$ cat src/rtl/ostt_pkg.sv
// Shared constants and types of the ordered software timer table.
// Used by the channel interfaces, the table cells and the top level.
`default_nettype none
package ostt_pkg;

   localparam int ID_BITS    = 31;
   localparam int OP_BITS    = 3;
   localparam int KIND_BITS  = 2;
   localparam int DELAY_BITS = 32;
   localparam int LIMIT_BITS = 32;

   localparam logic [OP_BITS-1:0] OP_ADD_ONCE    = 3'd0;
   localparam logic [OP_BITS-1:0] OP_ADD_PERIOD  = 3'd1;
   localparam logic [OP_BITS-1:0] OP_ADD_IDLE    = 3'd2;
   localparam logic [OP_BITS-1:0] OP_CANCEL_ID   = 3'd3;
   localparam logic [OP_BITS-1:0] OP_CANCEL_OWNER = 3'd4;
   localparam logic [OP_BITS-1:0] OP_TICK        = 3'd5;
   localparam logic [OP_BITS-1:0] OP_CLEAR       = 3'd6;

   localparam logic [KIND_BITS-1:0] KIND_ASSIGNED = 2'd0;
   localparam logic [KIND_BITS-1:0] KIND_FIRED    = 2'd1;
   localparam logic [KIND_BITS-1:0] KIND_DONE     = 2'd2;
   localparam logic [KIND_BITS-1:0] KIND_FULL     = 2'd3;

   typedef enum logic [3:0] {
      CMD_NONE,
      CMD_ADD,
      CMD_CANCEL_ID,
      CMD_CANCEL_OWNER,
      CMD_CLEAR,
      CMD_MARK,
      CMD_SELECT,
      CMD_FIRE,
      CMD_ADVANCE
   } cmd_type;

   typedef struct packed {
      cmd_type cmd;
      logic    add_repeat;
      logic    add_idle;
   } ctl_type;

endpackage
`default_nettype wire

$ cat src/rtl/ostt_cell.sv
// One timer entry of the table, with its stage of the search chain.
// Depends on ostt_pkg for the command struct.
`default_nettype none
module ostt_cell #(
   parameter int TIME_BITS  = 48,
   parameter int OWNER_BITS = 8,
   parameter int SLOT_BITS  = 5,
   parameter int SLOT_INDEX = 0
) (
   input  wire                                  clock,
   input  wire                                  reset,
   input  ostt_pkg::ctl_type                    ctl,
   input  wire [SLOT_BITS-1:0]                  target_slot,
   input  wire [TIME_BITS-1:0]                  now_time,
   input  wire [ostt_pkg::ID_BITS-1:0]          add_period,
   input  wire [ostt_pkg::LIMIT_BITS-1:0]       add_limit,
   input  wire [ostt_pkg::ID_BITS-1:0]          cancel_id,
   input  wire [OWNER_BITS-1:0]                 owner_tag,
   input  wire [ostt_pkg::ID_BITS-1:0]          new_id,
   input  wire                                  up_tag,
   input  wire                                  up_hit,
   input  wire [TIME_BITS-1:0]                  up_deadline,
   input  wire [ostt_pkg::ID_BITS-1:0]          up_id,
   input  wire [OWNER_BITS-1:0]                 up_owner,
   input  wire                                  up_idle,
   input  wire                                  up_tmo,
   input  wire [SLOT_BITS-1:0]                  up_slot,
   output logic                                 dn_tag,
   output logic                                 dn_hit,
   output logic [TIME_BITS-1:0]                 dn_deadline,
   output logic [ostt_pkg::ID_BITS-1:0]         dn_id,
   output logic [OWNER_BITS-1:0]                dn_owner,
   output logic                                 dn_idle,
   output logic                                 dn_tmo,
   output logic [SLOT_BITS-1:0]                 dn_slot
);

   localparam logic [SLOT_BITS-1:0] MY_SLOT = SLOT_BITS'(SLOT_INDEX);

   logic                            valid_ff, valid_in;
   logic                            batch_ff, batch_in;
   logic                            tmo_ff, tmo_in;
   logic [ostt_pkg::ID_BITS-1:0]    id_ff, id_in;
   logic [TIME_BITS-1:0]            dl_ff, dl_in;
   logic [ostt_pkg::ID_BITS-1:0]    period_ff, period_in;
   logic                            repeat_ff, repeat_in;
   logic                            idle_ff, idle_in;
   logic [ostt_pkg::LIMIT_BITS-1:0] limit_ff, limit_in;
   logic [OWNER_BITS-1:0]           owner_ff, owner_in;

   logic                            dn_tag_ff, dn_tag_in;
   logic                            dn_hit_ff, dn_hit_in;
   logic [TIME_BITS-1:0]            dn_dl_ff, dn_dl_in;
   logic [ostt_pkg::ID_BITS-1:0]    dn_id_ff, dn_id_in;
   logic [OWNER_BITS-1:0]           dn_owner_ff, dn_owner_in;
   logic                            dn_idle_ff, dn_idle_in;
   logic                            dn_tmo_ff, dn_tmo_in;
   logic [SLOT_BITS-1:0]            dn_slot_ff, dn_slot_in;

   logic                            due;
   logic                            own_first;
   logic [TIME_BITS-1:0]            elapsed;
   logic [TIME_BITS-1:0]            step_dl;
   logic [TIME_BITS-1:0]            step_now;
   logic [TIME_BITS-1:0]            add_dl;

   function automatic logic [TIME_BITS-1:0] sat_add(input logic [TIME_BITS-1:0] a,
                                                     input logic [ostt_pkg::ID_BITS-1:0] b);
      logic [TIME_BITS:0] s;
      s = {1'b0, a} + (TIME_BITS+1)'(b);
      return s[TIME_BITS] ? '1 : s[TIME_BITS-1:0];
   endfunction

   assign due       = dl_ff <= now_time;
   assign elapsed   = now_time - dl_ff;
   assign own_first = {dl_ff, id_ff} < {up_deadline, up_id};
   assign step_dl   = sat_add(dl_ff, period_ff);
   assign step_now  = sat_add(now_time, period_ff);
   assign add_dl    = sat_add(now_time, add_period);

   always_comb begin
      valid_in    = valid_ff;
      batch_in    = batch_ff;
      tmo_in      = tmo_ff;
      id_in       = id_ff;
      dl_in       = dl_ff;
      period_in   = period_ff;
      repeat_in   = repeat_ff;
      idle_in     = idle_ff;
      limit_in    = limit_ff;
      owner_in    = owner_ff;
      dn_tag_in   = up_tag;
      dn_hit_in   = up_hit;
      dn_dl_in    = up_deadline;
      dn_id_in    = up_id;
      dn_owner_in = up_owner;
      dn_idle_in  = up_idle;
      dn_tmo_in   = up_tmo;
      dn_slot_in  = up_slot;
      unique case (ctl.cmd)
         ostt_pkg::CMD_ADD: begin
            if (up_tag && !up_hit && !valid_ff) begin
               valid_in  = 1'b1;
               batch_in  = 1'b0;
               id_in     = new_id;
               owner_in  = owner_tag;
               repeat_in = ctl.add_repeat;
               idle_in   = ctl.add_idle;
               dl_in     = ctl.add_idle ? now_time : add_dl;
               period_in = ctl.add_idle ? '0 : add_period;
               limit_in  = ctl.add_idle ? add_limit : '0;
               dn_hit_in = 1'b1;
            end
         end
         ostt_pkg::CMD_CANCEL_ID: begin
            if (up_tag && !up_hit && valid_ff && id_ff == cancel_id) begin
               valid_in  = 1'b0;
               dn_hit_in = 1'b1;
            end
         end
         ostt_pkg::CMD_CANCEL_OWNER: begin
            if (up_tag && valid_ff && owner_ff == owner_tag) begin
               valid_in = 1'b0;
            end
         end
         ostt_pkg::CMD_CLEAR: begin
            if (up_tag) begin
               valid_in = 1'b0;
            end
         end
         ostt_pkg::CMD_MARK: begin
            if (up_tag) begin
               batch_in = valid_ff && due;
               tmo_in   = idle_ff && limit_ff != '0 && elapsed >= TIME_BITS'(limit_ff);
            end
         end
         ostt_pkg::CMD_SELECT: begin
            if (up_tag && batch_ff && (!up_hit || own_first)) begin
               dn_hit_in   = 1'b1;
               dn_dl_in    = dl_ff;
               dn_id_in    = id_ff;
               dn_owner_in = owner_ff;
               dn_idle_in  = idle_ff;
               dn_tmo_in   = tmo_ff;
               dn_slot_in  = MY_SLOT;
            end
         end
         ostt_pkg::CMD_FIRE: begin
            if (target_slot == MY_SLOT) begin
               batch_in = 1'b0;
               if (repeat_ff) begin
                  dl_in = step_dl;
               end else begin
                  valid_in = 1'b0;
               end
            end
         end
         ostt_pkg::CMD_ADVANCE: begin
            if (target_slot == MY_SLOT && repeat_ff && due) begin
               dl_in = step_now;
            end
         end
         default: begin
         end
      endcase
   end

   always_ff @(posedge clock) begin
      if (reset) begin
         valid_ff  <= 1'b0;
         batch_ff  <= 1'b0;
         dn_tag_ff <= 1'b0;
      end else begin
         valid_ff  <= valid_in;
         batch_ff  <= batch_in;
         dn_tag_ff <= dn_tag_in;
      end
      tmo_ff      <= tmo_in;
      id_ff       <= id_in;
      dl_ff       <= dl_in;
      period_ff   <= period_in;
      repeat_ff   <= repeat_in;
      idle_ff     <= idle_in;
      limit_ff    <= limit_in;
      owner_ff    <= owner_in;
      dn_hit_ff   <= dn_hit_in;
      dn_dl_ff    <= dn_dl_in;
      dn_id_ff    <= dn_id_in;
      dn_owner_ff <= dn_owner_in;
      dn_idle_ff  <= dn_idle_in;
      dn_tmo_ff   <= dn_tmo_in;
      dn_slot_ff  <= dn_slot_in;
   end

   assign dn_tag      = dn_tag_ff;
   assign dn_hit      = dn_hit_ff;
   assign dn_deadline = dn_dl_ff;
   assign dn_id       = dn_id_ff;
   assign dn_owner    = dn_owner_ff;
   assign dn_idle     = dn_idle_ff;
   assign dn_tmo      = dn_tmo_ff;
   assign dn_slot     = dn_slot_ff;

endmodule
`default_nettype wire
$ cat config.mk
export PLATFORM = sky130hd
export DESIGN_NAME = ostt_cell
export DESIGN_NICKNAME = d
export VERILOG_FILES = /design/src/rtl/ostt_pkg.sv /design/src/rtl/ostt_cell.sv
export SDC_FILE = /design/constraint.sdc
export NUM_CORES = 1
export LEC_CHECK = 0
export BUFFER_PORTS_ARGS = -buffer_cell sky130_fd_sc_hd__clkbuf_2
export CAP_MARGIN = 20
export CORE_UTILIZATION = 50
export CTS_CLUSTER_DIAMETER = 100
export DETAILED_ROUTE_END_ITERATION = 12
export PLACE_DENSITY = 0.79
export RECOVER_POWER = 100
export SLEW_MARGIN = 20
export SYNTH_ARGS = -nofsm -noshare
export SYNTH_HDL_FRONTEND = slang
export SYNTH_SLANG_ARGS = --single-unit
$ cat constraint.sdc
create_clock -name clock -period 11.2 [get_ports clock]
set_input_delay 1.68 -clock clock [delete_from_list [all_inputs] [get_ports clock]]
set_output_delay 1.68 -clock clock [all_outputs]
set_load 0.05 [all_outputs]
==> impl_summary.log, run 1 <==
[metrics] Max Cap Violations: 7
[metrics] Finished Cell Area: roughly 0.025 mm2
[metrics] number of synthesized flops with an enable pin: 153
[metrics] Pre-Repair DR Iteration Count: 6
[metrics] violation count after the first detailed-routing iteration: between 2000 and 2500
[metrics] tightest hold margin: about 0.46 ns
[metrics] endpoint type of the worst setup path: register
[metrics] proportion of synthesized flip-flops having asynchronous set or reset: 0
[metrics] per-cell routed wire length: around 22 um
[metrics] clock latency reported for the late side of the worst-skew pair: between 0.6 and 0.7 ns
[metrics] commonest cells after routing, fill and taps aside: sky130_fd_sc_hd__o21ai_0 (275), sky130_fd_sc_hd__clkbuf_2 (275), sky130_fd_sc_hd__ha_1 (251)
[metrics] Internal Power: around 1900 uW
[metrics] hold violation count in the final report: 0
[metrics] antenna violations before repair: 11
[metrics] Distinct cells, synth: between 80 and 90
[metrics] sort of element at the start of the critical path: primary input
[metrics] routability-driven placement congestion ratio: around 1
[metrics] Setup Buffers After CTS: 0
[metrics] post-route setup TNS: 0 ns
[metrics] violated checks: max-capacitance violations, max-slew violations
[metrics] unrepaired setup endpoints after global routing: no
[metrics] Std-Cell Core Area: around 0.043 mm2
[metrics] DP Cell Count: between 3000 and 4000
[metrics] ports placed on the boundary: roughly 390
[metrics] Vias per Instance: 6.15
[metrics] share of the yosys chip area belonging to registers: 0.301
[metrics] Yosys warning total: 0
[metrics] pwr dens: around 110 mW/mm2
[metrics] worst-case clock buffer depth: 3
[metrics] pin count of the biggest net entering global routing: a little over 90
[metrics] remaining max-slew budget at the tightest pin: -1.52
[metrics] TritonCTS Sinks: between 200 and 300
[metrics] net load switching power: around 840 uW
[metrics] min-delay worst type: register to register
[metrics] via count of the routed design: roughly 22000
[metrics] port bufs: approximately 390
[metrics] effective utilization at floorplan: 0.506
[metrics] achievable frequency: between 0.1 and 0.15 GHz
[metrics] overall track demand over capacity in global routing: 0.338
[metrics] static power due to leakage: 0.0108 uW
[metrics] clock tree from TritonCTS: done
[metrics] Critical Path AT: approximately 7.3 ns
[metrics] die area: around 0.044 mm2
[metrics] crit share post-route: 0.612
[metrics] post-route antenna net violation count: 0
[metrics] status: finished with violations
[metrics] vias in the first global route: between 20000 and 25000
[metrics] Final Routed Wirelength: about 80000 um
[metrics] number of nets in the layout: 3483
[metrics] P&R area growth vs syn: 15.3%
[metrics] sequential cell fraction of total power: 0.372
[metrics] number of levels in the clock H-tree: 1
[metrics] cells after synthesis: roughly 2600
[metrics] TritonCTS Buffers: 30
[metrics] Top FF cell, synth: sky130_fd_sc_hd__edfxtp_1
[metrics] non-filler cells in the finished layout: 3556
[metrics] Clk Tree Root Cell: sky130_fd_sc_hd__clkbuf_16
[metrics] post-synthesis cell area: approximately 0.022 mm2
[metrics] worst setup path class: primary input to register
[metrics] Finished Core Util: 0.584
[metrics] VDD IR-drop max: about 0.00014 V
[metrics] half-perimeter wire length of the detailed placement result: a little over 60000 um
[metrics] count of unresolved DRC violations after routing: 0
[metrics] total congestion overflow: 0
[metrics] setup-violating endpoint count in the final report: 0
[metrics] Slew Limit Fails: ~370
[metrics] number of flip-flops and latches in the synthesized netlist: 251
[metrics] number of gates resized after cts: 0
[metrics] fraction of layout instances using a drive strength above 1: 0.123
[metrics] cts-stage hold buffer count: 0
[metrics] part of the power in combinational logic: 0.234
[metrics] floorplan die width: approximately 210 um
[metrics] average size of a mapped cell: between 8 and 9 um2
[metrics] Setup Skew: approximately 0.032 ns
[metrics] wire length of the first global-routing pass: roughly 120000 um
[metrics] switching power share of the total: 0.307
[metrics] chip height: between 200 and 250 um
[metrics] total placed instance area: approximately 0.024 mm2
[metrics] largest fanout on the critical path: 92
[metrics] data required time of the critical path: 11.65 ns
[metrics] minimum period implied by the final worst setup slack: roughly 7 ns
[metrics] Synthesized Nets: roughly 3200
[metrics] slew at the pin with the worst max-slew slack: around 3.8 ns
[metrics] clock-pin slew on the worst setup and hold paths: around 0.070 ns
[metrics] Clock Power Share: 0.394
[metrics] floorplan row count: 76
## cells by family (layout without fill, tap and decap cells)
logic type                 Yosys count  in the layout  synth area share
AOI/OAI and AO/OA                  855            855             0.251
xor gates and xnor gates           167            167            0.0671
adders and majority gates          255            255             0.148
buffers and inverters              308            665            0.0539
DFF                                251            251             0.301
muxes                               14             14           0.00706
other                                0              9                 0
and+or+nand+nor                    755            755             0.173
## state kept, by name, summed over array words and instances (netlist names), 5 cells and up
name / count
dl_ff: 48
dn_deadline: 48
limit_ff: 32
dn_id: 31
id_ff: 31
period_ff: 31
dn_owner: 8
owner_ff: 8
dn_slot: 5
## metal layers
metal	track usage	wire [um]
met4	0.166	3540
met1	0.406	30900
met5	0	27
met3	0.0562	6440
met2	0.584	37300
## per-stage QoR
step / worst slack [ns] / total power (uW)
6_report: 4.35 / 2750
5_1_grt: 3.94 / 2850
4_1_cts: 5.04 / 2760
3_5_place_dp: 4.41 / 1680
3_3_place_gp: 4.58 / 1670
2_1_floorplan: 4.99 / 1470
## critical path: stages
cell and delay (ns):
sky130_fd_sc_hd__clkbuf_1 0.19, sky130_fd_sc_hd__nor3b_1 0.35, sky130_fd_sc_hd__nand4_1 0.24, sky130_fd_sc_hd__a211oi_1 0.27, sky130_fd_sc_hd__o211ai_1 0.11, sky130_fd_sc_hd__o21ai_0 0.20, sky130_fd_sc_hd__o21ai_0 0.30, sky130_fd_sc_hd__a2111oi_0 0.50
sky130_fd_sc_hd__buf_4 0.21, sky130_fd_sc_hd__a31o_1 2.01, sky130_fd_sc_hd__buf_4 0.89, sky130_fd_sc_hd__o21ai_0 0.21
## final cells by class
cell class,instances,area (um2)
diodes,9,22.5
clock buffers,42,868
clock inverters,14,229
fillers,3897,17900
inverters,209,785
multi-input cells,2046,14100
flip-flops and latches,251,6560
well taps,585,732
repair buffers,400,1880
## cell usage after synthesis (7+ instances only)
cell type,n,share of area
sky130_fd_sc_hd__a31oi_1,28,0.0080
sky130_fd_sc_hd__or3_1,18,0.0052
sky130_fd_sc_hd__o21a_1,26,0.0090
sky130_fd_sc_hd__o21ai_0,229,0.053
sky130_fd_sc_hd__a311oi_1,8,0.0032
sky130_fd_sc_hd__nand2_1,211,0.036
sky130_fd_sc_hd__nand4_1,52,0.015
sky130_fd_sc_hd__nor2b_1,66,0.019
sky130_fd_sc_hd__buf_2,15,0.0034
sky130_fd_sc_hd__a21boi_0,8,0.0028
sky130_fd_sc_hd__a211oi_1,24,0.0083
sky130_fd_sc_hd__o21ai_1,55,0.013
sky130_fd_sc_hd__nor2_1,129,0.022
sky130_fd_sc_hd__o21bai_1,17,0.0059
sky130_fd_sc_hd__nor4_1,22,0.0063
sky130_fd_sc_hd__a21o_1,94,0.032
sky130_fd_sc_hd__o211ai_1,32,0.011
sky130_fd_sc_hd__o221ai_1,23,0.0092
sky130_fd_sc_hd__nand3_1,86,0.020
sky130_fd_sc_hd__a211o_1,8,0.0032
sky130_fd_sc_hd__xor2_1,48,0.019
sky130_fd_sc_hd__and3_1,30,0.0086
sky130_fd_sc_hd__o31a_1,7,0.0028
sky130_fd_sc_hd__xnor2_1,119,0.048
sky130_fd_sc_hd__nor3_1,44,0.010
sky130_fd_sc_hd__or4_1,7,0.0024
sky130_fd_sc_hd__clkbuf_1,80,0.014
sky130_fd_sc_hd__a21oi_1,187,0.043
sky130_fd_sc_hd__mux2_1,11,0.0057
sky130_fd_sc_hd__nand2b_1,16,0.0046
sky130_fd_sc_hd__inv_1,208,0.036
sky130_fd_sc_hd__o31ai_1,9,0.0031
sky130_fd_sc_hd__ha_1,251,0.14
sky130_fd_sc_hd__dfxtp_1,98,0.090
sky130_fd_sc_hd__a31o_2,8,0.0032
sky130_fd_sc_hd__and2_1,47,0.013
sky130_fd_sc_hd__edfxtp_1,153,0.21
sky130_fd_sc_hd__a311o_1,7,0.0032
## path summary, 6_finish.rpt
| kind | startpoint | endpoint | slack (ns) | cells after the start |
|---|---|---|---|---|
| worst min-delay path | batch_ff$_SDFFE_PP0P_ | batch_ff$_SDFFE_PP0P_ | 0.46 | 2 |
| worst min register to register | batch_ff$_SDFFE_PP0P_ | batch_ff$_SDFFE_PP0P_ | 0.46 | 2 |
| worst max-delay path | ctl[2] | dn_deadline[10]$_DFF_P_ | 4.35 | 12 |
| worst max register to register | dl_ff[47]$_DFFE_PP_ | dn_deadline[10]$_DFF_P_ | 5.21 | 12 |
## power groups by stage
stage / clock network (uW) / registers, uW / logic (uW)
after floorplan: 0 / 1100 / 372
after global placement: 0 / 1040 / 625
after detailed placement: 0 / 1040 / 639
after CTS: 1100 / 1020 / 644
after global routing: 1130 / 1020 / 700
final: 1080 / 1020 / 645
Power figures use the tool's default switching activity.
==> run 2: changes to the inputs <==
--- a/config.mk
+++ b/config.mk
@@ -10,7 +10,7 @@
 export CORE_UTILIZATION = 50
 export CTS_CLUSTER_DIAMETER = 100
 export DETAILED_ROUTE_END_ITERATION = 12
-export PLACE_DENSITY = 0.79
+export PLACE_DENSITY = 0.81
 export RECOVER_POWER = 100
 export SLEW_MARGIN = 20
 export SYNTH_ARGS = -nofsm -noshare
==> constraint.sdc (replaced) <==
create_clock -name clock -period 6.2 [get_ports clock]
set_input_delay 0.93 -clock clock [delete_from_list [all_inputs] [get_ports clock]]
set_output_delay 0.93 -clock clock [all_outputs]
set_load 0.05 [all_outputs]
==> run 2 against run 1 <==
  * The run still ends with max-capacitance violations, max-slew violations left
  * Setup slack got worse by 3.9 ns
  * Combinational power up 81%
  * Critical path depth grew 1
  * Routed wire length shrank 1.2%
  * Via count about the same
  * Clock power is 56% higher
  * Core utilization shrank 0.35 points
  * Critical endpoint is now dn_deadline[16]$_DFF_P_
  * Clock skew decreased by 0.021 ns
  * Global-route usage shrank 0.33 points
  * Hold slack worse by 0.0046 ns
==> impl_summary.log, run 2 (synthesis gave the netlist of run 1 again) <==
[metrics] status: finished with violations
[metrics] violated checks: max-capacitance violations, max-slew violations
[metrics] start of the worst register-to-register path: id_ff[24]$_DFFE_PP_
[metrics] floorplan die width: 211 um (unchanged)
[metrics] slowest stage cell on the critical path: sky130_fd_sc_hd__clkbuf_2
[metrics] sequential cell fraction of total power: 0.393 (+0.021)
[metrics] Clk Tree Root Cell: sky130_fd_sc_hd__clkbuf_16
[metrics] floorplan row count: 76 (unchanged)
[metrics] TritonCTS Buffers: 29 (-3.3%)
[metrics] chip height: 211 um (unchanged)
[metrics] Pre-Repair DR Iteration Count: 6 (unchanged)
[metrics] Final Routed Wirelength: 77300 um (-1.2%)
[metrics] family with the most delay on the worst path: compound AO/OA/AOI/OAI gates
[metrics] largest fanout on the critical path: 78 (-15%)
[metrics] endpoint of the worst-slack reg-to-reg timing path: dn_deadline[16]$_DFF_P_
[metrics] clock tree from TritonCTS: done
[metrics] minimum period implied by the final worst setup slack: roughly 5.7 ns
[metrics] post-route setup TNS: 0 ns (unchanged)
[metrics] via count of the routed design: 21855 (+0.0092%)
[metrics] end point of the critical path: dn_deadline[16]$_DFF_P_
[metrics] half-perimeter wire length of the detailed placement result: 61400 um (-0.72%)
[metrics] net load switching power: 1480 uW (+76%)
[metrics] min-delay worst type: register to register
[metrics] cts-stage hold buffer count: 0 (unchanged)
[metrics] wire length of the first global-routing pass: 116000 um (-0.42%)
[metrics] switching power share of the total: 0.316 (+0.00905)
[metrics] Setup Skew: 0.0108 ns (-0.0214 ns)
[metrics] worst-case clock buffer depth: 3 (unchanged)
[metrics] hold violation count in the final report: 0 (unchanged)
[metrics] sort of element at the start of the critical path: primary input
[metrics] ports placed on the boundary: 386 (unchanged)
[metrics] data required time of the critical path: 6.55 ns (-5.10 ns)
[metrics] pin count of the biggest net entering global routing: 79 (-15%)
[metrics] count of unresolved DRC violations after routing: 0 (unchanged)
[metrics] Critical Path Stages: 13 (+1)
[metrics] commonest cells after routing, fill and taps aside: sky130_fd_sc_hd__clkbuf_2 (276), sky130_fd_sc_hd__o21ai_0 (275), sky130_fd_sc_hd__ha_1 (251)
[metrics] total congestion overflow: 0 (unchanged)
[metrics] Clock Power Share: 0.358 (-0.036)
[metrics] clock latency reported for the late side of the worst-skew pair: 0.59 ns (-0.02 ns)
[metrics] P&R area growth vs syn: 14.6%
[metrics] Slew Limit Fails: 151 (-59%)
[metrics] most repeated library cell on the critical path: sky130_fd_sc_hd__o21ai_0
[metrics] total placed instance area: 0.0242 mm2 (about the same)
[metrics] routability-driven placement congestion ratio: 0.992 (-0.85%)
[metrics] clock-pin slew on the worst setup and hold paths: 0.06 ns (about the same)
[metrics] vias in the first global route: 20997 (-0.95%)
[metrics] achievable frequency: around 0.17 GHz
[metrics] die area: 0.0445 mm2 (unchanged)
[metrics] commonest non-fill, non-tap cell in the layout: sky130_fd_sc_hd__clkbuf_2
[metrics] overall track demand over capacity in global routing: 0.335 (-0.00330)
[metrics] highest cell delay on the worst timing path: 1.16 ns (-0.85 ns)
[metrics] Vias per Instance: 6.15 (about the same)
[metrics] TritonCTS Sinks: 251 (unchanged)
[metrics] worst setup path class: primary input to register
[metrics] Max Cap Violations: 3 (-4)
[metrics] unrepaired setup endpoints after global routing: no
[metrics] origin of the worst setup path: up_id[24]
[metrics] Std-Cell Core Area: 0.0431 mm2 (unchanged)
[metrics] Finished Cell Area: 0.0250 mm2 (-0.59%)
[metrics] Internal Power: 3220 uW (+68%)
[metrics] worst-case reg-to-reg path depth: 11 (-1)
[metrics] antenna violations before repair: 9 (-2)
[metrics] Critical Path AT: 6.08 ns (-1.23 ns)
[metrics] number of levels in the clock H-tree: 1 (unchanged)
[metrics] fraction of layout instances using a drive strength above 1: 0.123 (-0.000634)
[metrics] VDD IR-drop max: 0.000217 V (+58%)
[metrics] part of the power in combinational logic: 0.249 (+0.015)
[metrics] violation count after the first detailed-routing iteration: 2094 (+4.3%)
[metrics] cells along the critical path: clkbuf_2 > inv_1 > ha_1 > a21o_1 > a21o_1 > a21oi_1 > nor2_1 > a2111oi_0 > o21ai_0 > o21ai_0 > a31o_1 > clkbuf_2 > o21ai_0
[metrics] slack of the worst reg-to-reg path: 0.49 ns (-4.72 ns)
[metrics] effective utilization at floorplan: 0.506 (unchanged)
[metrics] slew at the pin with the worst max-slew slack: 2.78 ns (-1.01 ns)
[metrics] number of buffers and inverters on the critical path: 3 (unchanged)
[metrics] endpoint type of the worst setup path: register
[metrics] Setup Buffers After CTS: 0 (unchanged)
[metrics] remaining max-slew budget at the tightest pin: -0.852 (+0.673)
[metrics] port bufs: 385 (unchanged)
[metrics] post-route antenna net violation count: 0 (unchanged)
[metrics] per-cell routed wire length: 21.8 um (-1.1%)
[metrics] pwr dens: 188 mW/mm2 (+72%)
[metrics] static power due to leakage: 0.0108 uW (-0.61%)
[metrics] number of gates resized after cts: 0 (unchanged)
[metrics] setup-violating endpoint count in the final report: 0 (unchanged)
[metrics] number of nets in the layout: 3483 (unchanged)
[metrics] crit share post-route: 0.925
[run 2: through the flow]
step	std cells	setup slack [ns]	hold slack (ns)	total power (uW)	util
after CTS	3546	0.786	0.460	4710	0.584
after floorplan	2605	0.742	0.426	2660	-
after global placement	3492	0.393	0.442	3010	0.562
after detailed placement	3492	0.178	0.453	3040	0.562
after global routing	3552	0.197	0.481	4880	0.580
final	3554	0.467	0.460	4700	0.580
[run 2: worst min-delay path by stage]
stage | depth (start not counted) | start | to | slack [ns]
finish | 2 | batch_ff$_SDFFE_PP0P_ | batch_ff$_SDFFE_PP0P_ | 0.46
global route | 2 | batch_ff$_SDFFE_PP0P_ | batch_ff$_SDFFE_PP0P_ | 0.48
CTS | 2 | batch_ff$_SDFFE_PP0P_ | batch_ff$_SDFFE_PP0P_ | 0.46
detailed placement | 2 | batch_ff$_SDFFE_PP0P_ | batch_ff$_SDFFE_PP0P_ | 0.45
global placement | 2 | batch_ff$_SDFFE_PP0P_ | batch_ff$_SDFFE_PP0P_ | 0.44
floorplan | 2 | batch_ff$_SDFFE_PP0P_ | batch_ff$_SDFFE_PP0P_ | 0.43
[run 2: layer usage]
metal  vias up  part of all wire  wire length [um]  global-route usage
li1      10271                 -                 -                   -
met1     10324              0.41             31300               0.418
met2      1062              0.47             36100               0.566
met3       194             0.079              6070              0.0462
met4         4             0.050              3830               0.166
met5         -           0.00044                34                   0
[run 2: final cells by class]
cell class              instances  area, um2
flip-flops and latches        251       6560
inverters                     209        785
multi-input cells            2046      14100
repair buffers                401       1890
fillers                      3937      18100
well taps                     585        732
clock buffers                  47        863
diodes                          8       20.0
clock inverters                 7       57.6
[run 2: power groups by stage]
stage	Sequential [uW]	Clock [uW]	Combinational (uW)
2_1_floorplan	1990	0	672
6_report	1850	1680	1170
5_1_grt	1850	1760	1270
4_1_cts	1850	1700	1160
3_3_place_gp	1880	0	1130
3_5_place_dp	1880	0	1160
[run 2: worst register-to-register path, stage by stage, from the launching register on]
cell and delay, ns:
sky130_fd_sc_hd__edfxtp_1 0.46, sky130_fd_sc_hd__ha_1 0.32, sky130_fd_sc_hd__a21o_1 0.19, sky130_fd_sc_hd__a21o_1 0.18, sky130_fd_sc_hd__a21oi_1 0.15, sky130_fd_sc_hd__nor2_1 0.07, sky130_fd_sc_hd__a2111oi_0 0.49, sky130_fd_sc_hd__o21ai_0 0.21
sky130_fd_sc_hd__o21ai_0 0.73, sky130_fd_sc_hd__a31o_1 1.04, sky130_fd_sc_hd__clkbuf_2 1.16, sky130_fd_sc_hd__o21ai_0 0.47
